==> src/hdl/lpd_pkg.sv <==
// Shared types, constants and helpers of the length-prefixed packet deframer.
`timescale 1ns / 1ps
package lpd_pkg;

  // Widths fixed by the register map and stream fields
  localparam int unsigned BYTE_W       = 8;
  localparam int unsigned FMT_W        = 2;
  localparam int unsigned HDR_LEN_W    = 4;
  localparam int unsigned LEN_W        = 32;
  localparam int unsigned CFG_IDX_W    = 1;
  localparam int unsigned CFG_DATA_W   = 4;
  localparam int unsigned USER_W       = 2;
  localparam int unsigned DEF_MAX_HDR  = 8;
  localparam int unsigned LE_MAX_BYTES = 4;

  // Register indexes
  localparam logic [CFG_IDX_W-1:0] REG_LENGTH_FORMAT = 1'b0;
  localparam logic [CFG_IDX_W-1:0] REG_HEADER_BYTES  = 1'b1;

  // Reset values of the registers
  localparam logic [HDR_LEN_W-1:0] HDR_BYTES_RST = 4'd2;

  // Length header formats
  typedef enum logic [FMT_W-1:0] {
    FMT_BIN_TOTAL  = 2'd0,
    FMT_HEX_TOTAL  = 2'd1,
    FMT_BE_PAYLOAD = 2'd2,
    FMT_LE_PAYLOAD = 2'd3
  } len_fmt_t;

  // Live configuration
  typedef struct packed {
    len_fmt_t               fmt;
    logic [HDR_LEN_W-1:0]   hdr_bytes;
  } lpd_cfg_t;

  // Per-byte framing marks
  typedef struct packed {
    logic err;
    logic last;
    logic start;
  } lpd_mark_t;

  // Decode one ASCII hex digit; bit 4 flags a valid digit
  function automatic logic [4:0] hex_digit(input logic [BYTE_W-1:0] c);
    logic [4:0] r;
    r = 5'd0;
    if (c >= 8'h30 && c <= 8'h39)      r = {1'b1, 4'(c - 8'h30)};
    else if (c >= 8'h61 && c <= 8'h66) r = {1'b1, 4'(c - 8'h57)};
    else if (c >= 8'h41 && c <= 8'h46) r = {1'b1, 4'(c - 8'h37)};
    return r;
  endfunction

endpackage

==> src/hdl/length_prefixed_packet_deframer_top.sv <==
// Top level of the length-prefixed packet deframer: stream registers and config.
`timescale 1ns / 1ps
// Each input byte comes out once, unchanged; a new byte is taken while the
// last is still in flight: a byte sits in the input register, the framer
// decides its marks in one pass and it moves into the output register,
// which drives out_tvalid. While a result waits in the output register the
// input register still takes one byte; once both hold a byte, in_tready
// stays low until out_tready frees the output. out_tlast marks the last
// byte of a packet or an aborted header; out_tuser carries packet_start
// and frame_error. Write the registers only while no byte is in flight.
module length_prefixed_packet_deframer_top import lpd_pkg::*; #(
  parameter int unsigned MAX_HEADER_BYTES = DEF_MAX_HDR
) (
  input  logic                  clk,
  input  logic                  rst_n,
  // Input stream
  input  logic                  in_tvalid,
  output logic                  in_tready,
  input  logic [BYTE_W-1:0]     in_tdata,   // [7:0] data_byte
  // Result stream
  output logic                  out_tvalid,
  input  logic                  out_tready,
  output logic [BYTE_W-1:0]     out_tdata,  // [7:0] out_byte
  output logic                  out_tlast,  // packet_end
  output logic [USER_W-1:0]     out_tuser,  // [0] packet_start, [1] frame_error
  // Register writes
  input  logic                  cfg_valid,
  output logic                  cfg_ready,
  input  logic [CFG_IDX_W-1:0]  cfg_index,
  input  logic [CFG_DATA_W-1:0] cfg_data
);

  lpd_cfg_t             cfg_r;
  logic                 in_v_r;
  logic [BYTE_W-1:0]    in_byte_r;
  logic                 out_v_r;
  logic [BYTE_W-1:0]    out_byte_r;
  lpd_mark_t            out_mark_r;
  lpd_mark_t            mark;
  logic                 move;

  assign cfg_ready = 1'b1;

  // Hold register writes
  always_ff @(posedge clk) begin
    if (!rst_n) begin
      cfg_r.fmt       <= FMT_BIN_TOTAL;
      cfg_r.hdr_bytes <= HDR_BYTES_RST;
    end else if (cfg_valid) begin
      unique case (cfg_index)
        REG_LENGTH_FORMAT: cfg_r.fmt       <= len_fmt_t'(cfg_data[FMT_W-1:0]);
        REG_HEADER_BYTES:  cfg_r.hdr_bytes <= cfg_data[HDR_LEN_W-1:0];
        default: ;
      endcase
    end
  end

  // Move a byte from input to output register when the output frees up
  assign move      = in_v_r && (!out_v_r || out_tready);
  assign in_tready = !in_v_r || move;

  lpd_framer #(
    .MAX_HEADER_BYTES(MAX_HEADER_BYTES)
  ) u_framer (
    .clk     (clk),
    .rst_n   (rst_n),
    .step_en (move),
    .byte_in (in_byte_r),
    .cfg     (cfg_r),
    .mark    (mark)
  );

  // Input register
  always_ff @(posedge clk) begin
    if (!rst_n) in_v_r <= 1'b0;
    else if (in_tready) in_v_r <= in_tvalid;
  end

  always_ff @(posedge clk) begin
    if (in_tready && in_tvalid) in_byte_r <= in_tdata;
  end

  // Output register
  always_ff @(posedge clk) begin
    if (!rst_n) out_v_r <= 1'b0;
    else if (move) out_v_r <= 1'b1;
    else if (out_tready) out_v_r <= 1'b0;
  end

  always_ff @(posedge clk) begin
    if (move) begin
      out_byte_r <= in_byte_r;
      out_mark_r <= mark;
    end
  end

  assign out_tvalid = out_v_r;
  assign out_tdata  = out_byte_r;
  assign out_tlast  = out_mark_r.last;
  assign out_tuser  = {out_mark_r.err, out_mark_r.start};

  // A framing error always closes the packet
  a_err_ends: assert property (@(posedge clk) disable iff (!rst_n)
    out_v_r && out_mark_r.err |-> out_mark_r.last)
    else $error("frame error without packet end");

  // A byte waiting in the input register is not lost while the output stalls
  a_in_hold: assert property (@(posedge clk) disable iff (!rst_n)
    in_v_r && !move |=> in_v_r && $stable(in_byte_r))
    else $error("input byte dropped during stall");

  // A stalled result is not replaced
  a_out_hold: assert property (@(posedge clk) disable iff (!rst_n)
    out_v_r && !out_tready |=> out_v_r && $stable(out_byte_r))
    else $error("pending result overwritten");

endmodule

==> src/hdl/lpd_framer.sv <==
// Framing state machine: header length decode, body countdown and per-byte marks.
`timescale 1ns / 1ps
module lpd_framer import lpd_pkg::*; #(
  parameter int unsigned MAX_HEADER_BYTES = DEF_MAX_HDR
) (
  input  logic              clk,
  input  logic              rst_n,
  input  logic              step_en,
  input  logic [BYTE_W-1:0] byte_in,
  input  lpd_cfg_t          cfg,
  output lpd_mark_t         mark
);

  logic                 in_body_r, in_body_nxt;
  logic [HDR_LEN_W-1:0] hdr_cnt_r, hdr_cnt_nxt;
  logic [LEN_W-1:0]     acc_r, acc_nxt;
  logic                 hex_stop_r, hex_stop_nxt;
  logic [LEN_W-1:0]     remain_r, remain_nxt;

  logic [LEN_W-1:0]     acc_base, acc_upd, hb32;
  logic                 hs_base, hs_upd;
  logic [4:0]           hex_d;
  logic                 hdr_bad, last_hdr, bin_ok, payload_fmt;
  logic [LEN_W:0]       pay_sum;
  logic                 len_err, len_eq;
  logic [LEN_W-1:0]     body_len;

  assign hex_d       = hex_digit(byte_in);
  assign hb32        = LEN_W'(cfg.hdr_bytes);
  assign hdr_bad     = (cfg.hdr_bytes == '0) ||
                       (cfg.hdr_bytes > HDR_LEN_W'(MAX_HEADER_BYTES));
  assign last_hdr    = ({1'b0, hdr_cnt_r} + 5'd1) >= {1'b0, cfg.hdr_bytes};
  assign bin_ok      = (cfg.hdr_bytes == 4'd2) || (cfg.hdr_bytes == 4'd4);
  assign payload_fmt = (cfg.fmt == FMT_BE_PAYLOAD) || (cfg.fmt == FMT_LE_PAYLOAD);

  // Accumulate one header byte
  always_comb begin
    acc_base = (hdr_cnt_r == '0) ? '0 : acc_r;
    hs_base  = (hdr_cnt_r == '0) ? 1'b0 : hex_stop_r;
    acc_upd  = acc_base;
    hs_upd   = hs_base;
    case (cfg.fmt)
      FMT_HEX_TOTAL: begin
        if (hs_base || !hex_d[4]) hs_upd = 1'b1;
        else acc_upd = {acc_base[LEN_W-5:0], hex_d[3:0]};
      end
      FMT_LE_PAYLOAD: begin
        if (hdr_cnt_r < HDR_LEN_W'(LE_MAX_BYTES))
          acc_upd = acc_base | (LEN_W'(byte_in) << {hdr_cnt_r[1:0], 3'b000});
      end
      default: acc_upd = {acc_base[LEN_W-BYTE_W-1:0], byte_in};
    endcase
  end

  // Check the decoded length against the header size
  always_comb begin
    pay_sum  = {1'b0, acc_upd} + {1'b0, hb32};
    len_err  = 1'b0;
    len_eq   = 1'b0;
    body_len = acc_upd - hb32;
    if (cfg.fmt != FMT_HEX_TOTAL && !bin_ok) begin
      len_err = 1'b1;
    end else if (payload_fmt) begin
      // total = payload + header wraps below the header exactly on carry out
      len_err  = pay_sum[LEN_W];
      len_eq   = (acc_upd == '0);
      body_len = acc_upd;
    end else begin
      len_err = (acc_upd == '0) || (acc_upd < hb32);
      len_eq  = (acc_upd == hb32);
    end
  end

  // Next state and marks
  always_comb begin
    in_body_nxt  = in_body_r;
    hdr_cnt_nxt  = hdr_cnt_r;
    acc_nxt      = acc_r;
    hex_stop_nxt = hex_stop_r;
    remain_nxt   = remain_r;
    mark         = '0;
    if (in_body_r) begin
      remain_nxt = remain_r - LEN_W'(1);
      if (remain_r == LEN_W'(1)) begin
        mark.last   = 1'b1;
        in_body_nxt = 1'b0;
        hdr_cnt_nxt = '0;
        acc_nxt     = '0;
        remain_nxt  = '0;
      end
    end else if (hdr_bad) begin
      mark         = '{err: 1'b1, last: 1'b1, start: 1'b1};
      hdr_cnt_nxt  = '0;
      acc_nxt      = '0;
      hex_stop_nxt = 1'b0;
      remain_nxt   = '0;
    end else begin
      mark.start   = (hdr_cnt_r == '0);
      acc_nxt      = acc_upd;
      hex_stop_nxt = hs_upd;
      if (last_hdr) begin
        hdr_cnt_nxt  = '0;
        acc_nxt      = '0;
        hex_stop_nxt = 1'b0;
        remain_nxt   = '0;
        if (len_err) begin
          mark.last = 1'b1;
          mark.err  = 1'b1;
        end else if (len_eq) begin
          mark.last = 1'b1;
        end else begin
          in_body_nxt = 1'b1;
          remain_nxt  = body_len;
        end
      end else begin
        hdr_cnt_nxt = hdr_cnt_r + HDR_LEN_W'(1);
      end
    end
  end

  // Advance framing state on each processed byte
  always_ff @(posedge clk) begin
    if (!rst_n) begin
      in_body_r  <= 1'b0;
      hdr_cnt_r  <= '0;
      acc_r      <= '0;
      hex_stop_r <= 1'b0;
      remain_r   <= '0;
    end else if (step_en) begin
      in_body_r  <= in_body_nxt;
      hdr_cnt_r  <= hdr_cnt_nxt;
      acc_r      <= acc_nxt;
      hex_stop_r <= hex_stop_nxt;
      remain_r   <= remain_nxt;
    end
  end

endmodule

==> config.mk <==
export PLATFORM = sky130hd
export DESIGN_NAME = length_prefixed_packet_deframer_top
export DESIGN_NICKNAME = d
export VERILOG_FILES = /design/src/hdl/lpd_pkg.sv /design/src/hdl/length_prefixed_packet_deframer_top.sv /design/src/hdl/lpd_framer.sv
export SDC_FILE = /design/constraint.sdc
export NUM_CORES = 1
export LEC_CHECK = 0
export ABC_AREA = 0
export BUFFER_PORTS_ARGS = -buffer_cell sky130_fd_sc_hd__buf_4
export CAP_MARGIN = 20
export CORE_ASPECT_RATIO = 1.25
export CORE_MARGIN = 5
export CORE_UTILIZATION = 40
export CTS_CLUSTER_SIZE = 10
export DETAILED_ROUTE_END_ITERATION = 12
export PLACE_DENSITY = 0.58
export RECOVER_POWER = 100
export SYNTH_ARGS = -nofsm -noshare
export SYNTH_HDL_FRONTEND = slang
export SYNTH_HIERARCHICAL = 1
export SYNTH_SLANG_ARGS = --single-unit
==> constraint.sdc <==
create_clock -name clk -period 6.1 [get_ports clk]
set_clock_uncertainty 0.1 [all_clocks]
set_input_delay 0.61 -clock clk [delete_from_list [all_inputs] [get_ports clk]]
set_output_delay 0.61 -clock clk [all_outputs]
set_load 0.005 [all_outputs]
# --- Yosys cells after proc, flatten, opt, wreduce, memory -nomap -nowiden ---
# Index checks and enable logic that the tools add are counted.
totals:
  out_inout_bits: 14
  n_memories: 0
  regBits: 97
  latchBits: 0
  ramBits: 0
  inputBits: 18
  romBits: 0
classes:
  reduce_logical: 27
  add_sub_neg: 8
  n_bitwise: 3
  div_mod_pow: 0
  n_mul: 0
  n_eq_ne: 9
  shifts: 1
  magnitude_cmp: 10
  muxes: 47
ops:
  columns: ["cell", "count"]
  rows:
  - ["32-bit two-way mux", 15]
  - ["32-bit case mux with 2 select lines", 1]
  - ["32-bit by 4-bit adder with 33-bit output", 1]
  - ["32-bit by 1-bit == test with 1-bit output (second input constant)", 1]
  - ["32-bit by 4-bit == test with 1-bit output", 1]
  - ["32-bit zero test", 1]
  - ["32-bit by 4-bit less-than comparator with 1-bit output", 1]
  - ["32-bit bitwise OR", 1]
  - ["8-bit by 5-bit left shift with 32-bit output", 1]
  - ["32-bit by 1-bit subtractor with 32-bit output (second input constant)", 1]
  - ["32-bit by 4-bit subtractor with 32-bit output", 1]
  - ["1-bit two-way mux", 22]
  - ["8-bit by 7-bit greater-or-equal comparator with 1-bit output (second input constant)", 2]
  - ["8-bit by 7-bit <= comparator with 1-bit output (second input constant)", 2]
  - ["4-bit two-way mux", 4]
  - ["5-bit two-way mux", 3]
  - ["2-bit AND reduction", 5]
  - ["8-bit by 6-bit greater-or-equal comparator with 1-bit output (second input constant)", 1]
  - ["8-bit by 6-bit <= comparator with 1-bit output (second input constant)", 1]
  - ["4-bit zero test", 2]
  - ["4-bit by 3-bit subtractor with 4-bit output (second input constant)", 2]
  - ["1-bit logical OR", 7]
  - ["1-bit logical AND", 6]
  - ["4-bit by 1-bit adder with 5-bit output (second input constant)", 1]
  - ["other kinds (17)", 22]

# --- Depth between registers and ports, before layout ---
logic_depth:
  word_depth: 17
  depth_mapped: 25

# --- Modules after synthesis ---
# The synthesis kept the hierarchy.
modules_own_cells:
  columns: ["module", "area_each_um2", "cells_each", "instances"]
  rows:
  - ["lpd_framer", 6386.1, 910, 1]
  - ["length_prefixed_packet_deframer_top", 910.9, 56, 1]

# --- Worst setup path before layout ---
# No wires, ideal clock.
synth_timing:
  path_kind: "flip-flop to flip-flop"
  start: "register u_framer.hdr_cnt_r[0]"
  end: "register u_framer.remain_r[26]"
  stages_incl_launch_ff: 25
  path_buffers: 6
  setup_ns: 0.132
  t_arrival_ns: 4.626
  setup_slack_ns: 1.243
  synth_period_minus_slack_ns: 4.857
  required_time_ns: 5.868
  path_cell_list: "dfxtp_1 clkbuf_1 inv_1 ha_1 or3b_1 buf_2 buf_2 clkbuf_1 buf_1 a31oi_1 a21oi_1 inv_1 ha_1 inv_1 fa_1 a21o_1 a21o_1 or2_2 clkbuf_1 nand4b_1 nor4_1 nand4_1 xor2_1 a32oi_1 a21oi_1"
synth_via:
  elab_chain_cells: 13
  word_cells_on_any_way: 31
  classes_between: "add/sub: 3; order compare: 3; eq/ne: 1; shift: 1; mux: 16; bitwise: 1; reduce/logical: 6"
synth_lines:
  columns: ["item", "line_no", "source"]
  rows:
  - ["from (decl)", "lpd_framer.sv:15", "logic [HDR_LEN_W-1:0] hdr_cnt_r, hdr_cnt_nxt;"]
  - ["from (signal assigned)", "lpd_framer.sv:131", "hdr_cnt_r <= hdr_cnt_nxt;"]
  - ["branches (longest 13 deep; another with 32-bit by 4-bit subtractor with 32-bit output)", null, null]
  - ["to (signal assigned)", "lpd_framer.sv:134", "remain_r <= remain_nxt;"]
  - ["to (decl)", "lpd_framer.sv:18", "logic [LEN_W-1:0] remain_r, remain_nxt;"]
# Parallel ways; which one is timed is not known. The select of a mux whose other input is x is not followed.
# A chain may end at the register's enable or synchronous reset.

# --- Worst setup path after layout ---
# Same ends and word-level chain as after synthesis.

==> reports/qor.yml <==
logic_synthesis:
  synth.cell_area_mm2: 0.007297
  synthTopCellsByArea: "dfxtp_1 (21%), a21oi_1 (8.9%), edfxtp_1 (7.8%)"
  synth_edf_count: 19
  netlist_instances: 966
  synth_async_sr_flop_share: 0
  synth_common_cells: "a21oi_1 (130), nand2_1 (81), dfxtp_1 (78)"
  synth_ff_type: "dfxtp_1"
  synth_cell_types: 81
  seq_area_frac_synth: 0.2922
  yosys_register_bits: 97
  syn-num-nets: 1004
  avgSynthCellArea_um2: 7.554
  synthMostInstantiatedCell: "a21oi_1"
  synth_area_leader_cell: "dfxtp_1"
  synth_top_area_frac: 0.2140
  yosysWarnings: 6
power:
  irDropWorstVdd_mv: 0.1361
  p_sw_w: 0.0007520
  p_per_area_mw_per_mm2: 257.2
  p_seq_frac: 0.357
  internal_power_w: 0.001313
  comb_power_share: 0.313
  p_sw_frac: 0.3642
  power_w: 0.002065
  clkPwrFrac: 0.330
  p_leak_nw: 2.827
timing:
  finalCritPeriodShare: 0.9004
  finalSetupTns_ns: 0
  hold_viol: 0
  finalCriticalPeriod_ns: 5.492
  slew_viol_final: 87
  max_slew_margin: -0.1981
  whs_ns: 0.3421
  fmax_mhz: 182.1
  tightest_slew_ns: 1.793
  rsz0062_at_grt: "false"
  setup_viol: 0
clock_network:
  cts_setup_buffers: 0
  cts_tree: "done"
  cts_buffers: 9
  clk_pin_slew_worst_paths_ns: 0.07
  cts.sinks: 97
  cts_root_buf: "clkbuf_16"
  clock_path_buffers: 2
  htreeDepth: 3
  clk_latency_ns: 0.36
  cts-resized-gates: 0
  ctsHoldBuffers: 0
floorplan:
  start_util: 0.4047
  die_h_um: 161.0
  io_pins: 32
  die_w_um: 130.8
  die-area_mm2: 0.02106
  placementRows: 55
  core_area_mm2: 0.01803
finish:
  area_growth_pct: 10.01
  drive_gt1_frac: 0.1018
  diodes: 0
  nets: 996
  nFillCells: 1819
worst_setup_path:
  worstPathMaxFanout: 24
  start_kind: "flip-flop"
  slowest_stage: "or3b_1"
  cp-end-kind: "flip-flop"
  path_cells: "inv_1 > ha_1 > or3b_1 > buf_4 > nand2_1 > a311o_1 > nor2_1 > ha_1 > inv_1 > a21oi_1 > nor3_1 > o31ai_1 > a2111oi_0 > nand4_1 > nor4_2 > nor2_2 > buf_12 > a32oi_1 > a21oi_1"
  required_ns: 6.24
  critical_path_class: "reg -> reg"
  max_stage_delay_ns: 0.72
  arrival_ns: 5.63
hold_path:
  hold_path.class: "in -> reg"
route:
  drc_errors: 0
  wire_per_inst_um: 20.38
  ant_nets: 0
  wl_um: 24270
  drt_pass1_iterations: 5
  drt_iter0_drc: 830
  via_per_inst: 6.238
  vias: 7430
placed_design:
  gp_congestion: 0.9450
  hpwl_um: 17250
  portBuffers: 30
global_route:
  grt_pass1_wl_um: 38980
  grt_max_degree: 54
  grt_pass1_vias: 7133
  gr-total-overflow: 0
  grt_util_all_layers: 0.2323
  grt_antenna_before_repair: 0
outcome:
  status: "finished, violations left"
  violations: "capacitance limit, slew limit"
job:
  maxCapViolCount: 2
-- power groups by stage --
stage	clock network, W	registers (W)	logic [W]
floorplan	0	0.000734	0.000487
finish	0.000682	0.000737	0.000646
detailed placement	0	0.000751	0.000646
CTS	0.000697	0.000736	0.000649
global route	0.000724	0.000743	0.000716
global placement	0	0.000751	0.000644
-- critical path: cells and delay by family (launching register included) --
family                     cells  cell delay, ns
and+or+nand+nor                7            2.13
AOI/OAI and AO/OA              6            1.33
DFF                            1            0.53
adders and majority gates      2            0.56
buffers and inverters          4            0.68
-- worst paths after layout --
kind | slack [ns] | end | startpoint | cells past startpoint
worst min-delay path | 0.34 | in_byte_r[1] | in_tdata[1] | 1
worst max register to register | 0.61 | u_framer/remain_r[26] | u_framer/hdr_cnt_r[0] | 19
worst min register to register | 0.36 | u_framer/acc_r[12] | u_framer/acc_r[12] | 2
worst max-delay path | 0.61 | u_framer/remain_r[26] | u_framer/hdr_cnt_r[0] | 19
-- registers in the layout, summed over array words and instances (netlist names) --
name	count
cfg_r	6
in_byte_r	8
in_v_r	1
out_tdata	8
out_tlast	1
out_tuser	2
out_tvalid	1
u_framer/acc_r	32
u_framer/hdr_cnt_r	4
u_framer/hex_stop_r	1
u_framer/in_body_r	1
u_framer/remain_r	32
-- metrics by stage --
stage	cells	setup WS, ns	area, µm²	utilization
final	1191	0.6078	8028	0.4452
after global placement	1175	0.9006	7716	0.4280
after CTS	1191	0.7554	8065	0.4473
after floorplan	966	1.243	7297	-
after global routing	1191	0.2735	8028	0.4452
after detailed placement	1175	0.8069	7716	0.4280
-- final cells by class --
type                       instances  area (µm²)  area share
clock buffer                       9       225.2     0.02805
clock inverter                     7       123.9     0.01543
inverter                          25       93.84     0.01169
multi-input combinational        765        4727      0.5888
sequential                        97        2132      0.2656
tap                              228       285.3     0.03554
timing repair buffer              60       440.4     0.05486
-- cell usage in the layout, fill, tap and decap left out, types with 24 or more instances in the layout --
cell type,instances
a21oi_1,130
buf_4,33
dfxtp_1,78
inv_1,24
nand2_1,81
nand3_1,52
nand4_1,27
nor2_1,62
nor3_1,44
o21ai_0,62
xor2_1,29
-- routing by layer --
layer	vias up	GRT usage	share of wire
met4	0	0.1038	0.041
met3	80	0.03970	0.061
met5	-	0	0
li1	3588	-	-
met1	3437	0.3032	0.42
met2	325	0.3727	0.47
-- logic make-up (layout without fill, tap and decap cells) --
family,Yosys count,after routing,synth area share
other,1,1,0.0005139
adder cells (fa/ha/maj),20,20,0.03532
multiplexers,3,3,0.004115
XOR/XNOR,51,51,0.06121
buffers and inverters,104,101,0.06070
AO/OA/AOI/OAI,332,332,0.2906
flip-flops,97,97,0.2922
AND/OR/NAND/NOR,358,358,0.2553
Note: power is estimated with default switching activity, not from simulation.
